--- src/rtl/core/cov_acc_pkg.sv ---
// Shared types and constants for the covariance accumulator.
// Holds the mode codes, controller states and the command/status structs.
// No dependencies.
`default_nettype none

package cov_acc_pkg;

  localparam int unsigned DEF_SAMPLE_BITS = 16;
  localparam int unsigned DEF_COUNT_BITS  = 24;
  localparam int unsigned MODE_BITS       = 2;
  localparam int unsigned COV_BITS        = 32;
  localparam int unsigned MUL_DIGIT       = 8;

  localparam logic [COV_BITS-1:0] COV_MAX = 32'h7FFF_FFFF;
  localparam logic [COV_BITS-1:0] COV_MIN = 32'h8000_0000;

  // Default sequencing figures, derived the same way the top level derives them
  localparam int unsigned DEF_SUM_BITS  = DEF_SAMPLE_BITS + DEF_COUNT_BITS;
  localparam int unsigned DEF_MUL_STEPS = (DEF_SUM_BITS + MUL_DIGIT - 1) / MUL_DIGIT;
  localparam int unsigned DEF_PROD_W    = DEF_SUM_BITS + DEF_MUL_STEPS * MUL_DIGIT;
  localparam int unsigned DEF_DIV_STEPS = (DEF_PROD_W + (DEF_PROD_W % 2)) / 2;
  localparam int unsigned DEF_STEP_BITS = $clog2(DEF_DIV_STEPS);

  typedef enum logic [MODE_BITS-1:0] {
    MODE_ADD   = 2'd0,
    MODE_MERGE = 2'd1,
    MODE_CLEAR = 2'd2
  } mode_t;

  typedef enum logic [3:0] {
    ST_IDLE,
    ST_LOAD,
    ST_MUL,
    ST_LOAD_P,
    ST_DIV_P,
    ST_DIFF,
    ST_LOAD_D,
    ST_DIV_D,
    ST_FIN
  } ctrl_state_t;

  typedef struct packed {
    logic apply;
    logic load_mul;
    logic mul_step;
    logic load_div_p;
    logic div_step;
    logic form_diff;
    logic load_div_d;
    logic load_out;
  } cmd_t;

  typedef struct packed {
    logic count_zero;
  } stat_t;

endpackage

`default_nettype wire

--- src/rtl/core/cov_acc_ctrl.sv ---
// Controller for the covariance accumulator: sequences apply, multiply,
// two divider passes and the result load. Depends on cov_acc_pkg.
`default_nettype none

module cov_acc_ctrl import cov_acc_pkg::*; #(
  parameter int unsigned MUL_STEPS = DEF_MUL_STEPS,
  parameter int unsigned DIV_STEPS = DEF_DIV_STEPS,
  parameter int unsigned STEP_BITS = DEF_STEP_BITS
) (
  input  wire logic  clk,
  input  wire logic  rst,
  input  wire logic  s_tvalid,
  output logic       s_tready,
  output logic       m_tvalid,
  input  wire logic  m_tready,
  input  wire stat_t stat,
  output cmd_t       cmd
);

  ctrl_state_t          state, state_next;
  logic [STEP_BITS-1:0] cnt, cnt_next;
  logic                 m_tvalid_next;

  always_ff @(posedge clk) begin
    if (rst) begin
      state    <= ST_IDLE;
      cnt      <= '0;
      m_tvalid <= 1'b0;
    end else begin
      state    <= state_next;
      cnt      <= cnt_next;
      m_tvalid <= m_tvalid_next;
    end
  end

  always_comb begin
    state_next = state;
    cnt_next   = cnt;
    cmd        = '0;
    s_tready   = 1'b0;
    unique case (state)
      ST_IDLE: begin
        s_tready = 1'b1;
        if (s_tvalid) begin
          cmd.apply  = 1'b1;
          state_next = ST_LOAD;
        end
      end
      ST_LOAD: begin
        cmd.load_mul = 1'b1;
        cnt_next     = '0;
        state_next   = stat.count_zero ? ST_FIN : ST_MUL;
      end
      ST_MUL: begin
        cmd.mul_step = 1'b1;
        cnt_next     = cnt + 1'b1;
        if (cnt == STEP_BITS'(MUL_STEPS - 1)) begin
          state_next = ST_LOAD_P;
        end
      end
      ST_LOAD_P: begin
        cmd.load_div_p = 1'b1;
        cnt_next       = '0;
        state_next     = ST_DIV_P;
      end
      ST_DIV_P: begin
        cmd.div_step = 1'b1;
        cnt_next     = cnt + 1'b1;
        if (cnt == STEP_BITS'(DIV_STEPS - 1)) begin
          state_next = ST_DIFF;
        end
      end
      ST_DIFF: begin
        cmd.form_diff = 1'b1;
        state_next    = ST_LOAD_D;
      end
      ST_LOAD_D: begin
        cmd.load_div_d = 1'b1;
        cnt_next       = '0;
        state_next     = ST_DIV_D;
      end
      ST_DIV_D: begin
        cmd.div_step = 1'b1;
        cnt_next     = cnt + 1'b1;
        if (cnt == STEP_BITS'(DIV_STEPS - 1)) begin
          state_next = ST_FIN;
        end
      end
      ST_FIN: begin
        // hold until the output register is free
        if (!m_tvalid || m_tready) begin
          cmd.load_out = 1'b1;
          state_next   = ST_IDLE;
        end
      end
      default: begin
        state_next = ST_IDLE;
      end
    endcase
  end

  assign m_tvalid_next = (m_tvalid && !m_tready) || cmd.load_out;

endmodule

`default_nettype wire

--- src/rtl/core/cov_acc_dp.sv ---
// Datapath for the covariance accumulator: running sums with range check,
// digit-serial multiplier, radix-4 divider and output register. Uses cov_acc_pkg.
`default_nettype none

module cov_acc_dp import cov_acc_pkg::*; #(
  parameter int unsigned SAMPLE_BITS = DEF_SAMPLE_BITS,
  parameter int unsigned COUNT_BITS  = DEF_COUNT_BITS,
  parameter int unsigned SUM_BITS    = DEF_SUM_BITS,
  parameter int unsigned PROD_BITS   = DEF_SAMPLE_BITS * 2 + DEF_COUNT_BITS,
  parameter int unsigned MUL_BITS    = DEF_MUL_STEPS * MUL_DIGIT,
  parameter int unsigned DIV_BITS    = DEF_DIV_STEPS * 2
) (
  input  wire logic                          clk,
  input  wire logic                          rst,
  input  wire cmd_t                          cmd,
  output stat_t                              stat,
  input  wire logic        [MODE_BITS-1:0]   mode,
  input  wire logic signed [SAMPLE_BITS-1:0] sample_f,
  input  wire logic signed [SAMPLE_BITS-1:0] sample_g,
  input  wire logic        [COUNT_BITS-1:0]  seg_count,
  input  wire logic signed [SUM_BITS-1:0]    seg_sum_f,
  input  wire logic signed [SUM_BITS-1:0]    seg_sum_g,
  input  wire logic signed [PROD_BITS-1:0]   seg_sum_product,
  output logic             [COV_BITS-1:0]    cov_out,
  output logic             [COUNT_BITS-1:0]  count_out,
  output logic                               ovf_out
);

  localparam int unsigned PW = SUM_BITS + MUL_BITS;
  localparam int unsigned MW = SUM_BITS + MUL_DIGIT;
  localparam int unsigned RW = (DIV_BITS > COV_BITS + 1) ? DIV_BITS : COV_BITS + 1;

  // architectural state
  logic        [COUNT_BITS-1:0] sample_count;
  logic signed [SUM_BITS-1:0]   sum_f, sum_g;
  logic signed [PROD_BITS-1:0]  sum_product;
  logic                         overflow_seen;

  // update terms
  logic signed [2*SAMPLE_BITS-1:0] fg;
  logic        [COUNT_BITS-1:0]    dn;
  logic signed [SUM_BITS-1:0]      df, dg;
  logic signed [PROD_BITS-1:0]     dp;
  logic        [COUNT_BITS:0]      nn;
  logic signed [SUM_BITS:0]        nf, ng;
  logic signed [PROD_BITS:0]       np;
  logic                            fits_all;

  // multiply and divide working registers
  logic [SUM_BITS-1:0]   mul_a;
  logic [PW-1:0]         prod;
  logic [MW-1:0]         mt;
  logic                  neg_p;
  logic [DIV_BITS-1:0]   quo;
  logic [COUNT_BITS-1:0] rem;
  logic [COUNT_BITS+1:0] n1, n2, n3, r4, rsub;
  logic [1:0]            digit;
  logic signed [DIV_BITS:0] diff;
  logic [DIV_BITS:0]     spx, qext, dneg;
  logic [DIV_BITS-1:0]   dmag;
  logic                  neg_d;
  logic [SUM_BITS-1:0]   fmag, gmag;
  logic signed [SUM_BITS-1:0] fneg, gneg;
  logic [RW-1:0]         rx;
  logic [COV_BITS-1:0]   cov_res;

  assign fg = sample_f * sample_g;

  always_comb begin
    dn = '0;
    df = '0;
    dg = '0;
    dp = '0;
    unique case (mode_t'(mode))
      MODE_ADD: begin
        dn = COUNT_BITS'(1);
        df = SUM_BITS'(sample_f);
        dg = SUM_BITS'(sample_g);
        dp = PROD_BITS'(fg);
      end
      MODE_MERGE: begin
        dn = seg_count;
        df = seg_sum_f;
        dg = seg_sum_g;
        dp = seg_sum_product;
      end
      default: begin
      end
    endcase
  end

  assign nn = {1'b0, sample_count} + {1'b0, dn};
  assign nf = (SUM_BITS+1)'(sum_f) + (SUM_BITS+1)'(df);
  assign ng = (SUM_BITS+1)'(sum_g) + (SUM_BITS+1)'(dg);
  assign np = (PROD_BITS+1)'(sum_product) + (PROD_BITS+1)'(dp);
  assign fits_all = !nn[COUNT_BITS] && (nf[SUM_BITS] == nf[SUM_BITS-1]) &&
                    (ng[SUM_BITS] == ng[SUM_BITS-1]) &&
                    (np[PROD_BITS] == np[PROD_BITS-1]);

  always_ff @(posedge clk) begin
    if (rst) begin
      sample_count  <= '0;
      sum_f         <= '0;
      sum_g         <= '0;
      sum_product   <= '0;
      overflow_seen <= 1'b0;
    end else if (cmd.apply) begin
      unique case (mode_t'(mode)) inside
        MODE_ADD, MODE_MERGE: begin
          if (fits_all) begin
            sample_count <= nn[COUNT_BITS-1:0];
            sum_f        <= nf[SUM_BITS-1:0];
            sum_g        <= ng[SUM_BITS-1:0];
            sum_product  <= np[PROD_BITS-1:0];
          end else begin
            overflow_seen <= 1'b1;
          end
        end
        MODE_CLEAR: begin
          sample_count  <= '0;
          sum_f         <= '0;
          sum_g         <= '0;
          sum_product   <= '0;
          overflow_seen <= 1'b0;
        end
        default: begin
        end
      endcase
    end
  end

  assign stat.count_zero = (sample_count == '0);

  // magnitudes of the two sums
  assign fneg = -sum_f;
  assign gneg = -sum_g;
  assign fmag = sum_f[SUM_BITS-1] ? fneg : sum_f;
  assign gmag = sum_g[SUM_BITS-1] ? gneg : sum_g;

  // one multiplier digit per step, partial product shifts right
  assign mt = MW'(prod[PW-1:MUL_BITS]) + MW'(mul_a) * MW'(prod[MUL_DIGIT-1:0]);

  // radix-4 restoring step against n, 2n and 3n
  assign n1 = (COUNT_BITS+2)'(sample_count);
  assign n2 = {1'b0, sample_count, 1'b0};
  assign r4 = {rem, quo[DIV_BITS-1 -: 2]};

  always_comb begin
    if (r4 >= n3) begin
      digit = 2'd3;
      rsub  = r4 - n3;
    end else if (r4 >= n2) begin
      digit = 2'd2;
      rsub  = r4 - n2;
    end else if (r4 >= n1) begin
      digit = 2'd1;
      rsub  = r4 - n1;
    end else begin
      digit = 2'd0;
      rsub  = r4;
    end
  end

  assign spx  = (DIV_BITS+1)'(sum_product);
  assign qext = {1'b0, quo};
  assign dneg = -diff;
  assign dmag = diff[DIV_BITS] ? dneg[DIV_BITS-1:0] : diff[DIV_BITS-1:0];

  always_ff @(posedge clk) begin
    if (cmd.load_mul) begin
      mul_a <= fmag;
      prod  <= PW'(gmag);
      neg_p <= sum_f[SUM_BITS-1] ^ sum_g[SUM_BITS-1];
    end else if (cmd.mul_step) begin
      prod <= {mt, prod[MUL_BITS-1:MUL_DIGIT]};
    end

    if (cmd.load_div_p) begin
      quo <= DIV_BITS'(prod);
      rem <= '0;
      n3  <= n2 + n1;
    end else if (cmd.load_div_d) begin
      quo   <= dmag;
      rem   <= '0;
      neg_d <= diff[DIV_BITS];
    end else if (cmd.div_step) begin
      quo <= {quo[DIV_BITS-3:0], digit};
      rem <= rsub[COUNT_BITS-1:0];
    end

    // subtract the signed product term, truncated toward zero
    if (cmd.form_diff) begin
      diff <= neg_p ? (spx + qext) : (spx - qext);
    end
  end

  // saturate the final quotient into the 32-bit result
  assign rx = RW'(quo);

  always_comb begin
    if (stat.count_zero) begin
      cov_res = '0;
    end else if (neg_d) begin
      cov_res = (rx > RW'(COV_MIN)) ? COV_MIN : -rx[COV_BITS-1:0];
    end else begin
      cov_res = (rx > RW'(COV_MAX)) ? COV_MAX : rx[COV_BITS-1:0];
    end
  end

  always_ff @(posedge clk) begin
    if (cmd.load_out) begin
      cov_out   <= cov_res;
      count_out <= sample_count;
      ovf_out   <= overflow_seen;
    end
  end

endmodule

`default_nettype wire

--- src/rtl/core/covariance_accumulator.sv ---
// Covariance accumulator: an accepted item runs load, multiply, a radix-4
// divider pass, the difference, a second divider pass (each a DIV_BITS dividend
// by the sample count) and the result load; s_tready rises with m_tvalid, and
// no item is taken while one is in work. An empty count skips to the result.
// A finished result waits in the output register while a new item is accepted.
// Synchronous reset clears all sums, the count and the overflow flag.
`default_nettype none

module covariance_accumulator import cov_acc_pkg::*; #(
  parameter int unsigned SAMPLE_BITS = DEF_SAMPLE_BITS,
  parameter int unsigned COUNT_BITS  = DEF_COUNT_BITS,
  localparam int unsigned SUM_BITS   = (SAMPLE_BITS + COUNT_BITS > 62) ? 62 :
                                       SAMPLE_BITS + COUNT_BITS,
  localparam int unsigned PROD_BITS  = (2 * SAMPLE_BITS + COUNT_BITS > 62) ? 62 :
                                       2 * SAMPLE_BITS + COUNT_BITS,
  localparam int unsigned IN_BITS    = 2 * SAMPLE_BITS + COUNT_BITS + 2 * SUM_BITS +
                                       PROD_BITS,
  localparam int unsigned IN_W       = ((IN_BITS + 7) / 8) * 8,
  localparam int unsigned OUT_BITS   = COV_BITS + COUNT_BITS + 1,
  localparam int unsigned OUT_W      = ((OUT_BITS + 7) / 8) * 8
) (
  input  wire logic                 clk,
  input  wire logic                 rst,
  input  wire logic                 s_tvalid,
  output logic                      s_tready,
  // sample_f, sample_g, seg_count, seg_sum_f, seg_sum_g, seg_sum_product, zero pad
  input  wire logic [IN_W-1:0]      s_tdata,
  // mode
  input  wire logic [MODE_BITS-1:0] s_tuser,
  output logic                      m_tvalid,
  input  wire logic                 m_tready,
  // covariance, total_count, overflow, zero pad
  output logic [OUT_W-1:0]          m_tdata
);

  localparam int unsigned MUL_STEPS = (SUM_BITS + MUL_DIGIT - 1) / MUL_DIGIT;
  localparam int unsigned MUL_BITS  = MUL_STEPS * MUL_DIGIT;
  localparam int unsigned PW        = SUM_BITS + MUL_BITS;
  localparam int unsigned DIV_BITS  = PW + (PW % 2);
  localparam int unsigned DIV_STEPS = DIV_BITS / 2;
  localparam int unsigned STEP_BITS = $clog2(DIV_STEPS);

  localparam int unsigned OFS_G  = SAMPLE_BITS;
  localparam int unsigned OFS_SC = 2 * SAMPLE_BITS;
  localparam int unsigned OFS_SF = OFS_SC + COUNT_BITS;
  localparam int unsigned OFS_SG = OFS_SF + SUM_BITS;
  localparam int unsigned OFS_SP = OFS_SG + SUM_BITS;

  cmd_t  cmd;
  stat_t stat;

  logic signed [SAMPLE_BITS-1:0] sample_f, sample_g;
  logic        [COUNT_BITS-1:0]  seg_count;
  logic signed [SUM_BITS-1:0]    seg_sum_f, seg_sum_g;
  logic signed [PROD_BITS-1:0]   seg_sum_product;
  logic        [COV_BITS-1:0]    cov_out;
  logic        [COUNT_BITS-1:0]  count_out;
  logic                          ovf_out;

  assign sample_f        = $signed(s_tdata[0 +: SAMPLE_BITS]);
  assign sample_g        = $signed(s_tdata[OFS_G +: SAMPLE_BITS]);
  assign seg_count       = s_tdata[OFS_SC +: COUNT_BITS];
  assign seg_sum_f       = $signed(s_tdata[OFS_SF +: SUM_BITS]);
  assign seg_sum_g       = $signed(s_tdata[OFS_SG +: SUM_BITS]);
  assign seg_sum_product = $signed(s_tdata[OFS_SP +: PROD_BITS]);

  cov_acc_ctrl #(
    .MUL_STEPS (MUL_STEPS),
    .DIV_STEPS (DIV_STEPS),
    .STEP_BITS (STEP_BITS)
  ) u_ctrl (
    .clk      (clk),
    .rst      (rst),
    .s_tvalid (s_tvalid),
    .s_tready (s_tready),
    .m_tvalid (m_tvalid),
    .m_tready (m_tready),
    .stat     (stat),
    .cmd      (cmd)
  );

  cov_acc_dp #(
    .SAMPLE_BITS (SAMPLE_BITS),
    .COUNT_BITS  (COUNT_BITS),
    .SUM_BITS    (SUM_BITS),
    .PROD_BITS   (PROD_BITS),
    .MUL_BITS    (MUL_BITS),
    .DIV_BITS    (DIV_BITS)
  ) u_dp (
    .clk             (clk),
    .rst             (rst),
    .cmd             (cmd),
    .stat            (stat),
    .mode            (s_tuser),
    .sample_f        (sample_f),
    .sample_g        (sample_g),
    .seg_count       (seg_count),
    .seg_sum_f       (seg_sum_f),
    .seg_sum_g       (seg_sum_g),
    .seg_sum_product (seg_sum_product),
    .cov_out         (cov_out),
    .count_out       (count_out),
    .ovf_out         (ovf_out)
  );

  assign m_tdata = OUT_W'({ovf_out, count_out, cov_out});

`ifndef SYNTHESIS
  // one item at a time: no second item right after an accepted one
  a_single_item: assert property (@(posedge clk) disable iff (rst)
    s_tvalid && s_tready |=> !s_tready)
    else $error("item accepted while previous item still in work");

  // a fresh result only comes out of the busy sequence
  a_result_from_busy: assert property (@(posedge clk) disable iff (rst)
    $rose(m_tvalid) |-> $past(!s_tready))
    else $error("result appeared while controller was idle");

  // an empty accumulator reports zero covariance
  a_empty_zero: assert property (@(posedge clk) disable iff (rst)
    m_tvalid && (count_out == '0) |-> (cov_out == '0))
    else $error("nonzero covariance with zero count");
`endif

endmodule

`default_nettype wire

--- config.mk ---
export PLATFORM = sky130hd
export DESIGN_NAME = covariance_accumulator
export DESIGN_NICKNAME = d
export VERILOG_FILES = /design/src/rtl/core/cov_acc_pkg.sv /design/src/rtl/core/cov_acc_ctrl.sv /design/src/rtl/core/cov_acc_dp.sv /design/src/rtl/core/covariance_accumulator.sv
export SDC_FILE = /design/constraint.sdc
export NUM_CORES = 2
export LEC_CHECK = 0
export BUFFER_PORTS_ARGS = -buffer_cell sky130_fd_sc_hd__buf_2
export CORE_UTILIZATION = 45
export DETAILED_ROUTE_END_ITERATION = 7
export HOLD_SLACK_MARGIN = 0.03
export SYNTH_ARGS = -nofsm -noshare
export SYNTH_HDL_FRONTEND = slang
export SYNTH_HIERARCHICAL = 1
export SYNTH_SLANG_ARGS = --single-unit
--- constraint.sdc ---
create_clock -name clk -period 13.9 [get_ports clk]
set_input_delay 1.39 -clock clk [delete_from_list [all_inputs] [get_ports clk]]
set_output_delay 1.39 -clock clk [all_outputs]
set_load 0.03 [all_outputs]
==> results.json <==
{
  "run_status": "finished, violations left",
  "violations_in_the_final_reports": "design-rule violations",
  "drt_drc_violations_left": 4,
  "fp.coreArea_um2": 144000,
  "total_setup_violations_reported_at_the_end_of_the_flow": 0,
  "rsz_0062_raised_after_global_routing": "false",
  "async_set_or_reset_flop_fraction_in_the_synthesized_netlist_pct": 0,
  "via_density_per_instance": 5.83,
  "max_cap_viols": 0,
  "gr-total-overflow": 0,
  "peak_fanout_along_the_critical_path": 136,
  "dieHeight_um": 383,
  "critPathTopFamily": "compound AO/OA/AOI/OAI gates",
  "first_global_vias": 54300,
  "number_of_sinks_driven_by_the_clock_tree": 562,
  "cts_buffers": 72,
  "post_detailed_routing_wire_length_mm": 211,
  "dieArea_um2": 147000,
  "cpMaxStageDelayCell": "sky130_fd_sc_hd__or3b_2",
  "synth.yosys.warnings": 6,
  "core_occupancy_in_the_finished_layout_pct": 49.1,
  "hold_path.startpoint": "u_dp/overflow_seen",
  "timing.max_slew.rel_slack_pct": 10.0,
  "placement.io_buffers": 256,
  "buffers_inverters_on_critical_path": 8,
  "crit_path_end_kind": "register",
  "hold-path-endpoint": "u_dp/ovf_out",
  "clk_transition_reported_paths_ns": 0.06,
  "final-hold-violation-count": 0,
  "met2_usage_pct": 46.0,
  "use_met1_pct": 37.6,
  "required_ns": 14.53,
  "yosys.area.top_type_share_pct": 16.5,
  "critical-path-max-stage-delay_ns": 0.72,
  "netlist_instances": 7528,
  "finalMaxSlewViolations": 0,
  "tightestPinTransition_ns": 1.33,
  "finalWeightedCongestion": 0.974,
  "synth_cell_type_count": 95,
  "rr_startpoint": "u_dp/quo[0]",
  "cts.htree.levels": 3,
  "worst_ep_arrival_time_ns": 12.92,
  "post_synth_instance_area_um2": 65300,
  "floorplan.initialDensity_pct": 45.4,
  "clock_insertion_delay_worst_skew_ns": 0.68,
  "timing.hold.worst.class": "register to register",
  "antenna_found_initial": 28,
  "vias": 55700,
  "worst-r2r-setup-slack_ns": 6.26,
  "timing.reg2reg.worst_path_depth": 22,
  "antenna_left": 0,
  "layout_commonest_cell": "sky130_fd_sc_hd__nand2_1",
  "syn2layout_area_growth_pct": 8.22,
  "synthDominantAreaCellType": "sky130_fd_sc_hd__fa_1",
  "iteration_0_drc_markers": 4703,
  "fin_crit_sh_pct": 88.4,
  "place_ws_ns": 1.02,
  "placementRows": 139,
  "synthesized_area_per_cell_um2": 8.67,
  "edff_count_synth": 326,
  "clockBufferDepth": 3,
  "grt_usage_pct": 28.2,
  "route.detailed.wl_per_inst_um": 22.1,
  "die_w_um": 383,
  "worstSetupStartpointType": "input pin",
  "totalNegativeSetupSlack_ns": 0,
  "grt.busiest_layer": "met2",
  "tritoncts": "yes",
  "setup_ws_ns": 1.61,
  "achievable-frequency_ghz": 0.0814,
  "layout.cells.most_common_list": "815 x sky130_fd_sc_hd__nand2_1, 705 x sky130_fd_sc_hd__inv_1, 539 x sky130_fd_sc_hd__fa_1, 507 x sky130_fd_sc_hd__ha_1, 487 x sky130_fd_sc_hd__a21oi_1",
  "worstHoldPathCells": 0,
  "global_route.usage.met3_pct": 4.17,
  "layout.nets": 8824,
  "share_of_layout_cells_above_drive_strength_1_pct": 6.95,
  "finalCriticalPeriod_ns": 12.29,
  "setup.worst_path.class": "input pin to register",
  "drt_pass1_iterations": 8,
  "seq_area_frac_synth_pct": 22.2,
  "predominant_post_synthesis_flop_cell": "sky130_fd_sc_hd__edfxtp_1",
  "hpwl_mm": 168,
  "clock_skew_ns": 0.0369,
  "ios": 264,
  "post_cts.repair.setup_buffers": 0,
  "grt_max_degree": 188,
  "first_pass_grt_wire_length_mm": 319,
  "synth-seq-cells": 562,
  "cts.repair.resized": 0,
  "r2r_end": "u_dp/diff[72]",
  "ys_top_cells_by_area": "sky130_fd_sc_hd__fa_1 17%, sky130_fd_sc_hd__edfxtp_1 15%, sky130_fd_sc_hd__ha_1 9.7%",
  "final.fill_count": 13900,
  "hold_buffers": 0,
  "ctsRootBufferMaster": "sky130_fd_sc_hd__clkbuf_16"
}
-- cell usage after synthesis (27+ instances only) --
library cell               count
sky130_fd_sc_hd__and3_1       40
sky130_fd_sc_hd__nor2_1      457
sky130_fd_sc_hd__mux2_2       27
sky130_fd_sc_hd__nand4_1      62
sky130_fd_sc_hd__a31oi_1      64
sky130_fd_sc_hd__inv_1       706
sky130_fd_sc_hd__xor2_1      299
sky130_fd_sc_hd__nand2b_1     79
sky130_fd_sc_hd__o21ai_0     471
sky130_fd_sc_hd__edfxtp_1    326
sky130_fd_sc_hd__ha_1        507
sky130_fd_sc_hd__mux2i_1      78
sky130_fd_sc_hd__xnor2_1     287
sky130_fd_sc_hd__o31ai_1      75
sky130_fd_sc_hd__nor2b_1      48
sky130_fd_sc_hd__o21bai_1     62
sky130_fd_sc_hd__clkbuf_1    304
sky130_fd_sc_hd__nand2_1     815
sky130_fd_sc_hd__a21o_1      281
sky130_fd_sc_hd__and2_1      289
sky130_fd_sc_hd__dfxtp_1     236
sky130_fd_sc_hd__a21oi_1     488
sky130_fd_sc_hd__fa_1        539
sky130_fd_sc_hd__o21a_1       56
sky130_fd_sc_hd__a211oi_1     41
sky130_fd_sc_hd__o41ai_1      34
sky130_fd_sc_hd__nand3_1      97
sky130_fd_sc_hd__or4_1        42
sky130_fd_sc_hd__nor4_1       33
sky130_fd_sc_hd__a22o_1      145
sky130_fd_sc_hd__or3_1        50
sky130_fd_sc_hd__nor3_1      119
-- kinds of logic after synthesis --
kind of cell	after synthesis	synth area share, %
AND/OR/NAND/NOR	2234	16.5
AO/OA/AOI/OAI	1947	19.4
adder cells (fa/ha/maj)	1046	26.3
buffers and inverters	1045	6.08
XOR/XNOR	586	7.86
flip-flops	562	22.2
multiplexers	107	1.70
other	1	0.00575
-- cell type report --
cell class	instances	area (um2)	share of cell area, %
antenna	7	17.5	0.0248
clock buffer	89	1960	2.77
clock inverter	43	473	0.670
inverter	707	2660	3.76
timing repair buffer	310	1740	2.46
tap	1903	2380	3.37
multi-input combinational	5927	46900	66.4
sequential	562	14500	20.5
-- registers in the layout, summed over array words and instances (netlist names), 4 cells and up --
register           flops
u_dp/mul_a            40
u_ctrl/cnt             6
u_dp/rem              24
u_ctrl/state           4
u_dp/diff             81
u_dp/count_out        24
u_dp/sum_g            40
u_dp/sample_count     24
u_dp/sum_product      56
u_dp/prod             80
u_dp/quo              80
u_dp/sum_f            40
u_dp/cov_out          32
u_dp/n3               26
-- per-layer routing --
layer | share of wire (%) | vias up
li1 | - | 26200
met1 | 43 | 27300
met2 | 47 | 1764
met3 | 6.4 | 373
met4 | 3.9 | 28
met5 | 0.093 | -
-- worst reg2reg max path, delay by kind of cell, from the launching register on --
family | cells | cell delay (ns)
xor+xnor | 2 | 0.47
flops | 1 | 0.54
compound gates | 10 | 3.53
buf+inv | 1 | 0.14
fa+ha+maj | 2 | 0.64
simple gates | 7 | 2.04
-- how the worst max path moves through the flow --
stage	startpoint	end	slack, ns	cells after the start
global route	s_tdata[17]	u_dp/sum_product[40]	1.09	40
finish	s_tdata[17]	u_dp/sum_product[47]	1.61	40
global placement	s_tdata[17]	u_dp/sum_product[53]	1.21	40
floorplan	s_tdata[25]	u_dp/sample_count[1]	2.39	44
detailed placement	s_tdata[17]	u_dp/sum_product[22]	1.02	40
CTS	s_tdata[17]	u_dp/sum_f[38]	1.75	40
-- metrics by stage --
stage | instance area, um2 | cells | hold slack (ns)
after floorplan | 65300 | 7534 | 0.409
after global placement | 68200 | 9409 | 0.434
after detailed placement | 68200 | 9409 | 0.423
after CTS | 70600 | 9541 | 0.443
after global routing | 70600 | 9544 | 0.453
final | 70600 | 9548 | 0.453
Power is left out: the tool's default activity adds up to more than one toggle a clock period on the data nets, which glitch-free logic cannot reach.
